## config.mk

```make
export PLATFORM = sky130hd
export DESIGN_NAME = sorted_process_priority_queue_top_flat
export DESIGN_NICKNAME = d
export VERILOG_FILES = /design/src/rtl/core/sppq_pkg.sv /design/src/rtl/core/sppq_req_if.sv /design/src/rtl/core/sppq_rsp_if.sv /design/src/rtl/core/sppq_cfg_if.sv /design/src/rtl/core/sppq_cell.sv /design/src/rtl/core/sorted_process_priority_queue_top.sv /design/src/flat_wrapper.sv
export VERILOG_INCLUDE_DIRS = /design/src /design/src/rtl/core
export SDC_FILE = /design/constraint.sdc
export NUM_CORES = 2
export LEC_CHECK = 0
export ABC_AREA = 1
export BUFFER_PORTS_ARGS = -buffer_cell sky130_fd_sc_hd__buf_2
export CORE_UTILIZATION = 55
export DETAILED_ROUTE_END_ITERATION = 10
export GPL_TIMING_DRIVEN = 0
export PLACE_DENSITY = 0.71
export RECOVER_POWER = 100
export SLEW_MARGIN = 20
export SYNTH_ARGS = -nofsm -noshare
export SYNTH_HDL_FRONTEND = slang
export SYNTH_SLANG_ARGS = --single-unit
```

## constraint.sdc

```tcl
create_clock -name clk -period 25.1 [get_ports clk]
set_input_delay 0 -clock clk [delete_from_list [all_inputs] [get_ports clk]]
set_output_delay 0 -clock clk [all_outputs]
set_load 0.02 [all_outputs]
```

## src/rtl/core/sorted_process_priority_queue_top_assert.svh

```systemverilog
// Assertion macros shared by the queue RTL.
`ifndef SORTED_PROCESS_PRIORITY_QUEUE_TOP_ASSERT_SVH
`define SORTED_PROCESS_PRIORITY_QUEUE_TOP_ASSERT_SVH

// Same-cycle implication, sampled on clk, off while arst_n is low.
`define SPPQ_ASSERT_IMP(lbl, ante, cons, msg) \
	lbl: assert property (@(posedge clk) disable iff (!arst_n) (ante) |-> (cons)) \
		else $error(msg);

// Next-cycle implication, sampled on clk, off while arst_n is low.
`define SPPQ_ASSERT_NXT(lbl, ante, cons, msg) \
	lbl: assert property (@(posedge clk) disable iff (!arst_n) (ante) |=> (cons)) \
		else $error(msg);

`endif

```

## src/rtl/core/sppq_pkg.sv

```systemverilog
`default_nettype none

package sppq_pkg;

	localparam int QUEUE_DEPTH_DEF = 16;

	localparam int KEY_W = 16;

	// command codes
	localparam logic [1:0] CMD_ENQ  = 2'd0;
	localparam logic [1:0] CMD_DEQ  = 2'd1;
	localparam logic [1:0] CMD_PEEK = 2'd2;

	// result codes
	localparam logic [1:0] RES_OK    = 2'd0;
	localparam logic [1:0] RES_EMPTY = 2'd1;
	localparam logic [1:0] RES_FULL  = 2'd2;

	typedef enum logic {
		ST_IDLE,
		ST_EXEC
	} state_t;

	typedef enum logic [1:0] {
		CELL_HOLD,
		CELL_INSERT,
		CELL_SHIFT_UP
	} cell_op_t;

	typedef struct packed {
		logic [15:0] pid;
		logic [7:0]  prio;
		logic [15:0] remaining;
		logic [15:0] waiting;
		logic [2:0]  status;
		logic [15:0] handle;
	} entry_t;

	// broadcast from the controller to every cell
	typedef struct packed {
		cell_op_t         op;
		logic             key_sel;
		logic [KEY_W-1:0] key;
		entry_t           entry;
	} cell_ctrl_t;

endpackage

`default_nettype wire

```

## src/rtl/core/sppq_req_if.sv

```systemverilog
`default_nettype none

interface sppq_req_if;
	logic        valid;
	logic        ready;
	logic [1:0]  command;
	logic [15:0] pid;
	logic [7:0]  priority_req;
	logic [15:0] remaining_time;
	logic [15:0] waiting_time;
	logic [2:0]  run_status;
	logic [15:0] process_handle;

	modport source (
		output valid, command, pid, priority_req, remaining_time, waiting_time,
			run_status, process_handle,
		input  ready
	);
	modport sink (
		input  valid, command, pid, priority_req, remaining_time, waiting_time,
			run_status, process_handle,
		output ready
	);
endinterface

`default_nettype wire

```

## src/rtl/core/sppq_rsp_if.sv

```systemverilog
`default_nettype none

interface sppq_rsp_if;
	logic        valid;
	logic        ready;
	logic [1:0]  result_code;
	logic [15:0] head_pid;
	logic [7:0]  head_priority;
	logic [15:0] head_remaining;
	logic [15:0] head_waiting;
	logic [2:0]  head_status;
	logic [15:0] head_handle;
	logic        now_empty;

	modport source (
		output valid, result_code, head_pid, head_priority, head_remaining,
			head_waiting, head_status, head_handle, now_empty,
		input  ready
	);
	modport sink (
		input  valid, result_code, head_pid, head_priority, head_remaining,
			head_waiting, head_status, head_handle, now_empty,
		output ready
	);
endinterface

`default_nettype wire

```

## src/rtl/core/sppq_cfg_if.sv

```systemverilog
`default_nettype none

interface sppq_cfg_if;
	logic valid;
	logic ready;
	logic data;

	modport source (output valid, data, input ready);
	modport sink (input valid, data, output ready);
endinterface

`default_nettype wire

```

## src/rtl/core/sppq_cell.sv

```systemverilog
`default_nettype none

module sppq_cell #(
	parameter bit HEAD = 1'b0
) (
	input  wire                  clk,
	input  sppq_pkg::cell_ctrl_t ctrl,
	input  wire                  occupied,
	input  wire                  found_in,
	input  sppq_pkg::entry_t     left_entry,
	input  sppq_pkg::entry_t     right_entry,
	output logic                 found_out,
	output sppq_pkg::entry_t     entry
);
	import sppq_pkg::*;

	entry_t           entry_q;
	logic [KEY_W-1:0] my_key;
	logic             flag;

	assign my_key = ctrl.key_sel ? entry_q.remaining : {8'b0, entry_q.prio};

	// head slot: new entry goes first only when the head's key is strictly greater than the new key
	always_comb begin
		if (!occupied)
			flag = 1'b1;
		else if (HEAD)
			flag = my_key > ctrl.key;
		else
			flag = my_key >= ctrl.key;
	end

	assign found_out = found_in | flag;

	always_ff @(posedge clk) begin
		case (ctrl.op)
			CELL_INSERT: begin
				if (found_in)
					entry_q <= left_entry;
				else if (flag)
					entry_q <= ctrl.entry;
			end
			CELL_SHIFT_UP: entry_q <= right_entry;
			default: ;
		endcase
	end

	assign entry = entry_q;

endmodule

`default_nettype wire

```

## src/rtl/core/sorted_process_priority_queue_top.sv

```systemverilog
// Channel | Modport | Word
// --------+---------+----------------------------------------------------
// req     | sink    | command, pid, priority_req, remaining_time,
//         |         | waiting_time, run_status, process_handle
// rsp     | source  | result_code, head_* fields, now_empty
// cfg     | sink    | data = sort_key (0 priority, 1 remaining time)
//
// Each word is latched first; then the whole cell row compares against the
// new key and shifts (insert) or pulls toward the head (dequeue) in parallel.
// The next word is taken the cycle after.
// The result sits in an output register; a new word is accepted while it waits,
// but its execute cycle holds until that register frees up.
// arst_n clears the entry count, the FSM, rsp.valid and sort_key; cell
// contents have no reset. cfg.ready is always high.
`default_nettype none

module sorted_process_priority_queue_top #(
	parameter int QUEUE_DEPTH = sppq_pkg::QUEUE_DEPTH_DEF
) (
	input wire         clk,
	input wire         arst_n,
	sppq_req_if.sink   req,
	sppq_rsp_if.source rsp,
	sppq_cfg_if.sink   cfg
);
	import sppq_pkg::*;

	`include "sorted_process_priority_queue_top_assert.svh"

	localparam int CNT_W = $clog2(QUEUE_DEPTH + 1);

	state_t           state_q, state_d;
	logic [1:0]       cmd_q;
	entry_t           new_q;
	logic [CNT_W-1:0] count_q, count_d;
	logic             sort_key_q;

	logic             out_valid_q;
	logic [1:0]       out_code_q;
	entry_t           out_head_q;
	logic             out_empty_q;

	logic             out_free;
	logic             exec_fire;
	logic             is_full;
	logic             is_empty;
	logic [1:0]       res_code;
	entry_t           res_head;
	cell_ctrl_t       ctrl;

	entry_t           cell_entry [QUEUE_DEPTH];
	logic             found      [QUEUE_DEPTH];

	// config register
	assign cfg.ready = 1'b1;

	always_ff @(posedge clk or negedge arst_n) begin
		if (!arst_n)
			sort_key_q <= 1'b0;
		else if (cfg.valid)
			sort_key_q <= cfg.data;
	end

	assign is_full   = count_q == CNT_W'(QUEUE_DEPTH);
	assign is_empty  = count_q == '0;
	assign out_free  = !out_valid_q || rsp.ready;
	assign req.ready = state_q == ST_IDLE;

	// FSM state register
	always_ff @(posedge clk or negedge arst_n) begin
		if (!arst_n)
			state_q <= ST_IDLE;
		else
			state_q <= state_d;
	end

	// next state, cell op and result
	always_comb begin
		state_d      = state_q;
		exec_fire    = 1'b0;
		ctrl.op      = CELL_HOLD;
		ctrl.key_sel = sort_key_q;
		ctrl.key     = sort_key_q ? new_q.remaining : {8'b0, new_q.prio};
		ctrl.entry   = new_q;
		count_d      = count_q;
		res_code     = RES_OK;
		res_head     = '0;
		unique case (state_q)
			ST_IDLE: begin
				if (req.valid)
					state_d = ST_EXEC;
			end
			ST_EXEC: begin
				if (out_free) begin
					exec_fire = 1'b1;
					state_d   = ST_IDLE;
					unique case (cmd_q) inside
						CMD_ENQ: begin
							if (is_full) begin
								res_code = RES_FULL;
							end else begin
								ctrl.op = CELL_INSERT;
								count_d = count_q + 1'b1;
							end
						end
						CMD_DEQ, CMD_PEEK: begin
							if (is_empty) begin
								res_code = RES_EMPTY;
							end else begin
								res_head = cell_entry[0];
								if (cmd_q == CMD_DEQ) begin
									ctrl.op = CELL_SHIFT_UP;
									count_d = count_q - 1'b1;
								end
							end
						end
						default: ;  // command three: no operation
					endcase
				end
			end
			default: state_d = ST_IDLE;
		endcase
	end

	// latched request word
	always_ff @(posedge clk) begin
		if (req.valid && req.ready) begin
			cmd_q           <= req.command;
			new_q.pid       <= req.pid;
			new_q.prio      <= req.priority_req;
			new_q.remaining <= req.remaining_time;
			new_q.waiting   <= req.waiting_time;
			new_q.status    <= req.run_status;
			new_q.handle    <= req.process_handle;
		end
	end

	always_ff @(posedge clk or negedge arst_n) begin
		if (!arst_n)
			count_q <= '0;
		else
			count_q <= count_d;
	end

	// cell row: slot 0 is the head
	for (genvar i = 0; i < QUEUE_DEPTH; i++) begin : g_cell
		entry_t left_e;
		entry_t right_e;
		logic   fin;

		if (i == 0) begin : g_first
			assign left_e = new_q;
			assign fin    = 1'b0;
		end else begin : g_mid
			assign left_e = cell_entry[i-1];
			assign fin    = found[i-1];
		end

		if (i == QUEUE_DEPTH - 1) begin : g_last
			assign right_e = cell_entry[i];
		end else begin : g_inner
			assign right_e = cell_entry[i+1];
		end

		sppq_cell #(
			.HEAD (i == 0)
		) u_cell (
			.clk         (clk),
			.ctrl        (ctrl),
			.occupied    (count_q > CNT_W'(i)),
			.found_in    (fin),
			.left_entry  (left_e),
			.right_entry (right_e),
			.found_out   (found[i]),
			.entry       (cell_entry[i])
		);
	end

	// output register
	always_ff @(posedge clk or negedge arst_n) begin
		if (!arst_n)
			out_valid_q <= 1'b0;
		else if (exec_fire)
			out_valid_q <= 1'b1;
		else if (rsp.ready)
			out_valid_q <= 1'b0;
	end

	always_ff @(posedge clk) begin
		if (exec_fire) begin
			out_code_q  <= res_code;
			out_head_q  <= res_head;
			out_empty_q <= count_d == '0;
		end
	end

	assign rsp.valid          = out_valid_q;
	assign rsp.result_code    = out_code_q;
	assign rsp.head_pid       = out_head_q.pid;
	assign rsp.head_priority  = out_head_q.prio;
	assign rsp.head_remaining = out_head_q.remaining;
	assign rsp.head_waiting   = out_head_q.waiting;
	assign rsp.head_status    = out_head_q.status;
	assign rsp.head_handle    = out_head_q.handle;
	assign rsp.now_empty      = out_empty_q;

	`SPPQ_ASSERT_IMP(a_count_bound, 1'b1, count_q <= CNT_W'(QUEUE_DEPTH),
		"entry count above depth")
	`SPPQ_ASSERT_NXT(a_accept_exec, req.valid && req.ready, state_q == ST_EXEC,
		"accepted word not executed next")
	`SPPQ_ASSERT_IMP(a_insert_slot, ctrl.op == CELL_INSERT, found[QUEUE_DEPTH-1],
		"insert found no slot in the row")
	`SPPQ_ASSERT_NXT(a_deq_count, ctrl.op == CELL_SHIFT_UP,
		count_q == $past(count_q) - 1'b1, "dequeue did not drop the count")

endmodule

`default_nettype wire
```

## src/flat_wrapper.sv

```systemverilog
// flat-port wrapper written by rule: the top's interface ports become plain ports
module sorted_process_priority_queue_top_flat import sppq_pkg::*;
#(
	parameter int QUEUE_DEPTH = sppq_pkg::QUEUE_DEPTH_DEF
)
  (clk, arst_n, req_valid, req_command, req_pid, req_priority_req, req_remaining_time, req_waiting_time, req_run_status, req_process_handle, req_ready, rsp_valid, rsp_result_code, rsp_head_pid, rsp_head_priority, rsp_head_remaining, rsp_head_waiting, rsp_head_status, rsp_head_handle, rsp_now_empty, rsp_ready, cfg_valid, cfg_data, cfg_ready);
  sppq_req_if req_i ();
  sppq_rsp_if rsp_i ();
  sppq_cfg_if cfg_i ();
  input wire clk;
  input wire arst_n;
  input wire logic [$bits(req_i.valid)-1:0] req_valid;
  input wire logic [$bits(req_i.command)-1:0] req_command;
  input wire logic [$bits(req_i.pid)-1:0] req_pid;
  input wire logic [$bits(req_i.priority_req)-1:0] req_priority_req;
  input wire logic [$bits(req_i.remaining_time)-1:0] req_remaining_time;
  input wire logic [$bits(req_i.waiting_time)-1:0] req_waiting_time;
  input wire logic [$bits(req_i.run_status)-1:0] req_run_status;
  input wire logic [$bits(req_i.process_handle)-1:0] req_process_handle;
  output wire logic [$bits(req_i.ready)-1:0] req_ready;
  output wire logic [$bits(rsp_i.valid)-1:0] rsp_valid;
  output wire logic [$bits(rsp_i.result_code)-1:0] rsp_result_code;
  output wire logic [$bits(rsp_i.head_pid)-1:0] rsp_head_pid;
  output wire logic [$bits(rsp_i.head_priority)-1:0] rsp_head_priority;
  output wire logic [$bits(rsp_i.head_remaining)-1:0] rsp_head_remaining;
  output wire logic [$bits(rsp_i.head_waiting)-1:0] rsp_head_waiting;
  output wire logic [$bits(rsp_i.head_status)-1:0] rsp_head_status;
  output wire logic [$bits(rsp_i.head_handle)-1:0] rsp_head_handle;
  output wire logic [$bits(rsp_i.now_empty)-1:0] rsp_now_empty;
  input wire logic [$bits(rsp_i.ready)-1:0] rsp_ready;
  input wire logic [$bits(cfg_i.valid)-1:0] cfg_valid;
  input wire logic [$bits(cfg_i.data)-1:0] cfg_data;
  output wire logic [$bits(cfg_i.ready)-1:0] cfg_ready;
  assign req_i.valid = req_valid;
  assign req_i.command = req_command;
  assign req_i.pid = req_pid;
  assign req_i.priority_req = req_priority_req;
  assign req_i.remaining_time = req_remaining_time;
  assign req_i.waiting_time = req_waiting_time;
  assign req_i.run_status = req_run_status;
  assign req_i.process_handle = req_process_handle;
  assign req_ready = req_i.ready;
  assign rsp_valid = rsp_i.valid;
  assign rsp_result_code = rsp_i.result_code;
  assign rsp_head_pid = rsp_i.head_pid;
  assign rsp_head_priority = rsp_i.head_priority;
  assign rsp_head_remaining = rsp_i.head_remaining;
  assign rsp_head_waiting = rsp_i.head_waiting;
  assign rsp_head_status = rsp_i.head_status;
  assign rsp_head_handle = rsp_i.head_handle;
  assign rsp_now_empty = rsp_i.now_empty;
  assign rsp_i.ready = rsp_ready;
  assign cfg_i.valid = cfg_valid;
  assign cfg_i.data = cfg_data;
  assign cfg_ready = cfg_i.ready;
  sorted_process_priority_queue_top #(.QUEUE_DEPTH(QUEUE_DEPTH)) u_core (.clk(clk), .arst_n(arst_n), .req(req_i), .rsp(rsp_i), .cfg(cfg_i));
endmodule
```

==> flow_metrics.tcl <==
set metrics [dict create \
    wire_per_inst_microns 29.8 \
    layout-area-overhead-vs-synth_pct 14.0 \
    synth_fa_ha_area_share_pct 4.42 \
    post_cts.repair.setup_buffers 0 \
    cts_max_level 4 \
    groute.layer.met1.usage_pct 59.8 \
    grt_start_max_net_pins 41 \
    synth_top_area_share_pct 54.5 \
    core-area_sq_um 134000 \
    post-place-cells 10500 \
    leakage_nw 34.6 \
    finalPower_mw 8.22 \
    grt_antenna_before_repair 18 \
    tns_ns 0 \
    critical-path-slowest-cell "nor2_1" \
    drive_above_1_share_pct 4.11 \
    worst-setup-path-type "register to register" \
    vias_per_cell 6.52 \
    fin_skew_ns 0.0396 \
    cts_tree "done" \
    run_status "finished with violations" \
    cts.sink_count 1363 \
    synth_area_per_cell_sq_um 8.82 \
    synth_xor_xnor_area_share_pct 0.0235 \
    dr_total_vias 71300 \
    synth.top_cells.by_area "edfxtp_1, o21ai_0, nand2_1, inv_1, ha_1" \
    non_filler_cells_in_the_finished_layout 10900 \
    die_width_microns 370 \
    number_of_flops_mapped_to_enable_cells_by_yosys 1355 \
    yosys-mux-area-fraction_pct 0.0402 \
    syn_nets 8814 \
    cts.root.buffer_cell "clkbuf_16" \
    dpl-instance-area_sq_um 80000 \
    die-area_sq_um 137000 \
    netlist_instances 8467 \
    dp.final_hpwl_microns 238000 \
    worst-slew-pin-transition_ns 3.43 \
    top_cell_type_by_total_area_after_synthesis "edfxtp_1" \
    floorplan.initialDensity_pct 55.7 \
    rows 134 \
    cpMostUsedCell "clkbuf_1" \
    timing.hold.worst.class "primary input to register" \
    peakVddDrop_v 0.0000777 \
    critical_path_arrival_ns 20.62 \
    failed_checks "max-capacitance violations, max-slew violations" \
    grt_remaining_overflow 0 \
    timing.final.crit_period_ns 20.06 \
    detail_route.wirelength_microns 325000 \
    synth_most_common_cell "nand2_1" \
    layout.cell_area.non_filler_sq_um 85100 \
    ys_types 42 \
    cp_max_fo 17 \
    numCtsBuffers 153 \
    setup_repair_after_global_routing_missed_its_margin "false" \
    ys_ff_latch 1363 \
    post_synth_most_frequent_cells "nand2_1, o21ai_0, edfxtp_1" \
    yosysWarnings 0 \
    clock_latency_ns 0.84 \
    synth_sequential_area_ratio_pct 54.8 \
    cp_cell_sequence "clkbuf_1, clkbuf_1, clkbuf_1, nand2_1, ha_1, nand4_1, nor3_1, nand3_1, nand2_1, nand3_1, nor3_1, nand4_1, nor2_1, nand4_1, nor2_1, nand4_1, clkbuf_1, nand2_1, o21ai_4, clkbuf_1, buf_16" \
    synth_compound_area_share_pct 18.4 \
    antenna_violating_nets_post_route 0 \
    netlist_area_sq_um 74700 \
    period_share_pct 79.9 \
    timing.critical_path.from_type "register" \
    grt.total_usage_pct 46.6 \
    drc 0 \
    report.final.hold_viol_count 0 \
    critical-path-max-stage-delay_ns 2.30 \
    cts.path.max_buffers 3 \
    first_iter_violations 11600 \
    groute.layer.met3.usage_pct 15.1 \
    drt-pass1-iter-count 9 \
    die_height_microns 370 \
    setup_violations 0 \
    clk_pin_slew_worst_paths_ns 0.06 \
    synthArstFlopShare_pct 0.587 \
    place_congestion 1.05 \
    synth_simple_gate_area_share_pct 13.3 \
    synth_top_family_by_area "compound AO/OA/AOI/OAI gates" \
    slew_violations 825 \
    met2_usage_pct 67.1 \
    power.density_nw_per_um2 96.5 \
    max_slew_margin_pct -131 \
    timing.critical_path.required_ns 25.66 \
    global_route_layer_with_the_greatest_usage "met2" \
    via_count_of_the_first_global_routing_pass 67000 \
    boundaryPins 164 \
    max_freq_mhz 49.8 \
    nets 9368 \
    critPathCaptureType "register" \
    placement.io_buffers 162 \
    max_cap_violations 50 \
    first_pass_grt_wire_length_microns 458000 \
    synth_ff_type "edfxtp_1" \
]
-- cell families (layout without fill, tap and decap cells) --
family / after synthesis / count (layout)
compound gates: 2575 / 2575
simple gates: 2480 / 2480
buf+inv: 1779 / 2455
flops: 1363 / 1363
fa+ha+maj: 264 / 264
mux: 3 / 3
xor+xnor: 2 / 2
other cells: 1 / 20
-- where the power goes --
| part | total (mW) | internal, mW | switching, mW |
|---|---|---|---|
| sequential | 3.32 | 3.15 | 0.166 |
| combinational | 2.54 | 0.604 | 1.93 |
| clock | 2.37 | 1.35 | 1.02 |
-- sequential cells by signal, summed over array words and instances (netlist names) --
| register | cells |
|---|---|
| u_core.rsp.head_status | 3 |
| u_core.rsp.head_pid | 16 |
| u_core.rsp.head_priority | 8 |
| u_core.rsp.now_empty | 1 |
| u_core.rsp.valid | 1 |
| u_core.g_cell.u_cell.entry | 1200 |
| u_core.sort_key_q | 1 |
| u_core.rsp.head_waiting | 16 |
| u_core.rsp.head_handle | 16 |
| u_core.ctrl | 75 |
| u_core.count_q | 5 |
| u_core.cmd_q | 2 |
| u_core.rsp.head_remaining | 16 |
| u_core.state_q | 1 |
| u_core.rsp.result_code | 2 |
-- critical path: cells and delay by family, from the launching register on --
kind | cells | cell delay, ns
flip-flops | 1 | 0.72
AND/OR/NAND/NOR | 13 | 14.04
adder cells (fa/ha/maj) | 1 | 0.67
AO/OA/AOI/OAI | 1 | 0.26
buffers and inverters | 6 | 3.96
-- layer usage --
layer	routed length [microns]	vias up
met2	135000	6030
met1	114000	33900
li1	-	30100
met5	130	-
met4	26200	20
met3	49400	1238
-- metrics by stage --
stage | util (%) | hold WS, ns | worst slack (ns)
6_report | 63.5 | 0.0229 | 5.04
5_1_grt | 63.4 | 0.0578 | 6.16
3_5_place_dp | 59.6 | -0.107 | 12.56
2_1_floorplan | - | -0.296 | 13.70
3_3_place_gp | 57.9 | -0.108 | 3.28
4_1_cts | 64.6 | 0.0378 | 12.57
-- worst paths after layout --
| path | startpoint | endpoint | slack (ns) | cells past startpoint |
|---|---|---|---|---|
| setup reg to reg | u_core.sort_key_q | u_core.g_cell[15].u_cell.entry[10] | 5.04 | 21 |
| max in group asynchronous | arst_n | u_core.state_q | 24.46 | 3 |
| hold / removal | req_valid | u_core.state_q | 0.02 | 4 |
| min in group asynchronous | arst_n | u_core.sort_key_q | 0.25 | 3 |
| hold reg to reg | u_core.g_cell[15].u_cell.entry[9] | u_core.g_cell[14].u_cell.entry[9] | 0.52 | 2 |
| setup / recovery | u_core.sort_key_q | u_core.g_cell[15].u_cell.entry[10] | 5.04 | 21 |
-- cell usage in the layout, fill, tap and decap left out, drive strengths merged, types with 70 or more instances in the layout --
master and count:
edfxtp 1355, clkinv 70, o21ai 1723, nand4 93, buf 139, o211ai 302
nor2 230, nand2 1877, nand3 258, inv 1136, dlygate4sd3 162, ha 264
clkbuf 923, a21oi 503
-- layout make-up --
cell class,count,area [sq um]
Clock buffer,187,4080
Buffer,638,2460
Clock inverter,90,1030
Tap cell,1768,2210
Sequential cell,1363,40900
Inverter,1141,4280
Timing Repair Buffer,399,3010
Multi-Input combinational cell,5325,27100
Fill cell,11600,49000
Antenna cell,19,47.5
-- repair_timing --
action	CTS	global route
resized for setup	0	0
endpoints found under the hold margin	160	0
hold buffers	162	0
(Power assumes the default switching activity.)
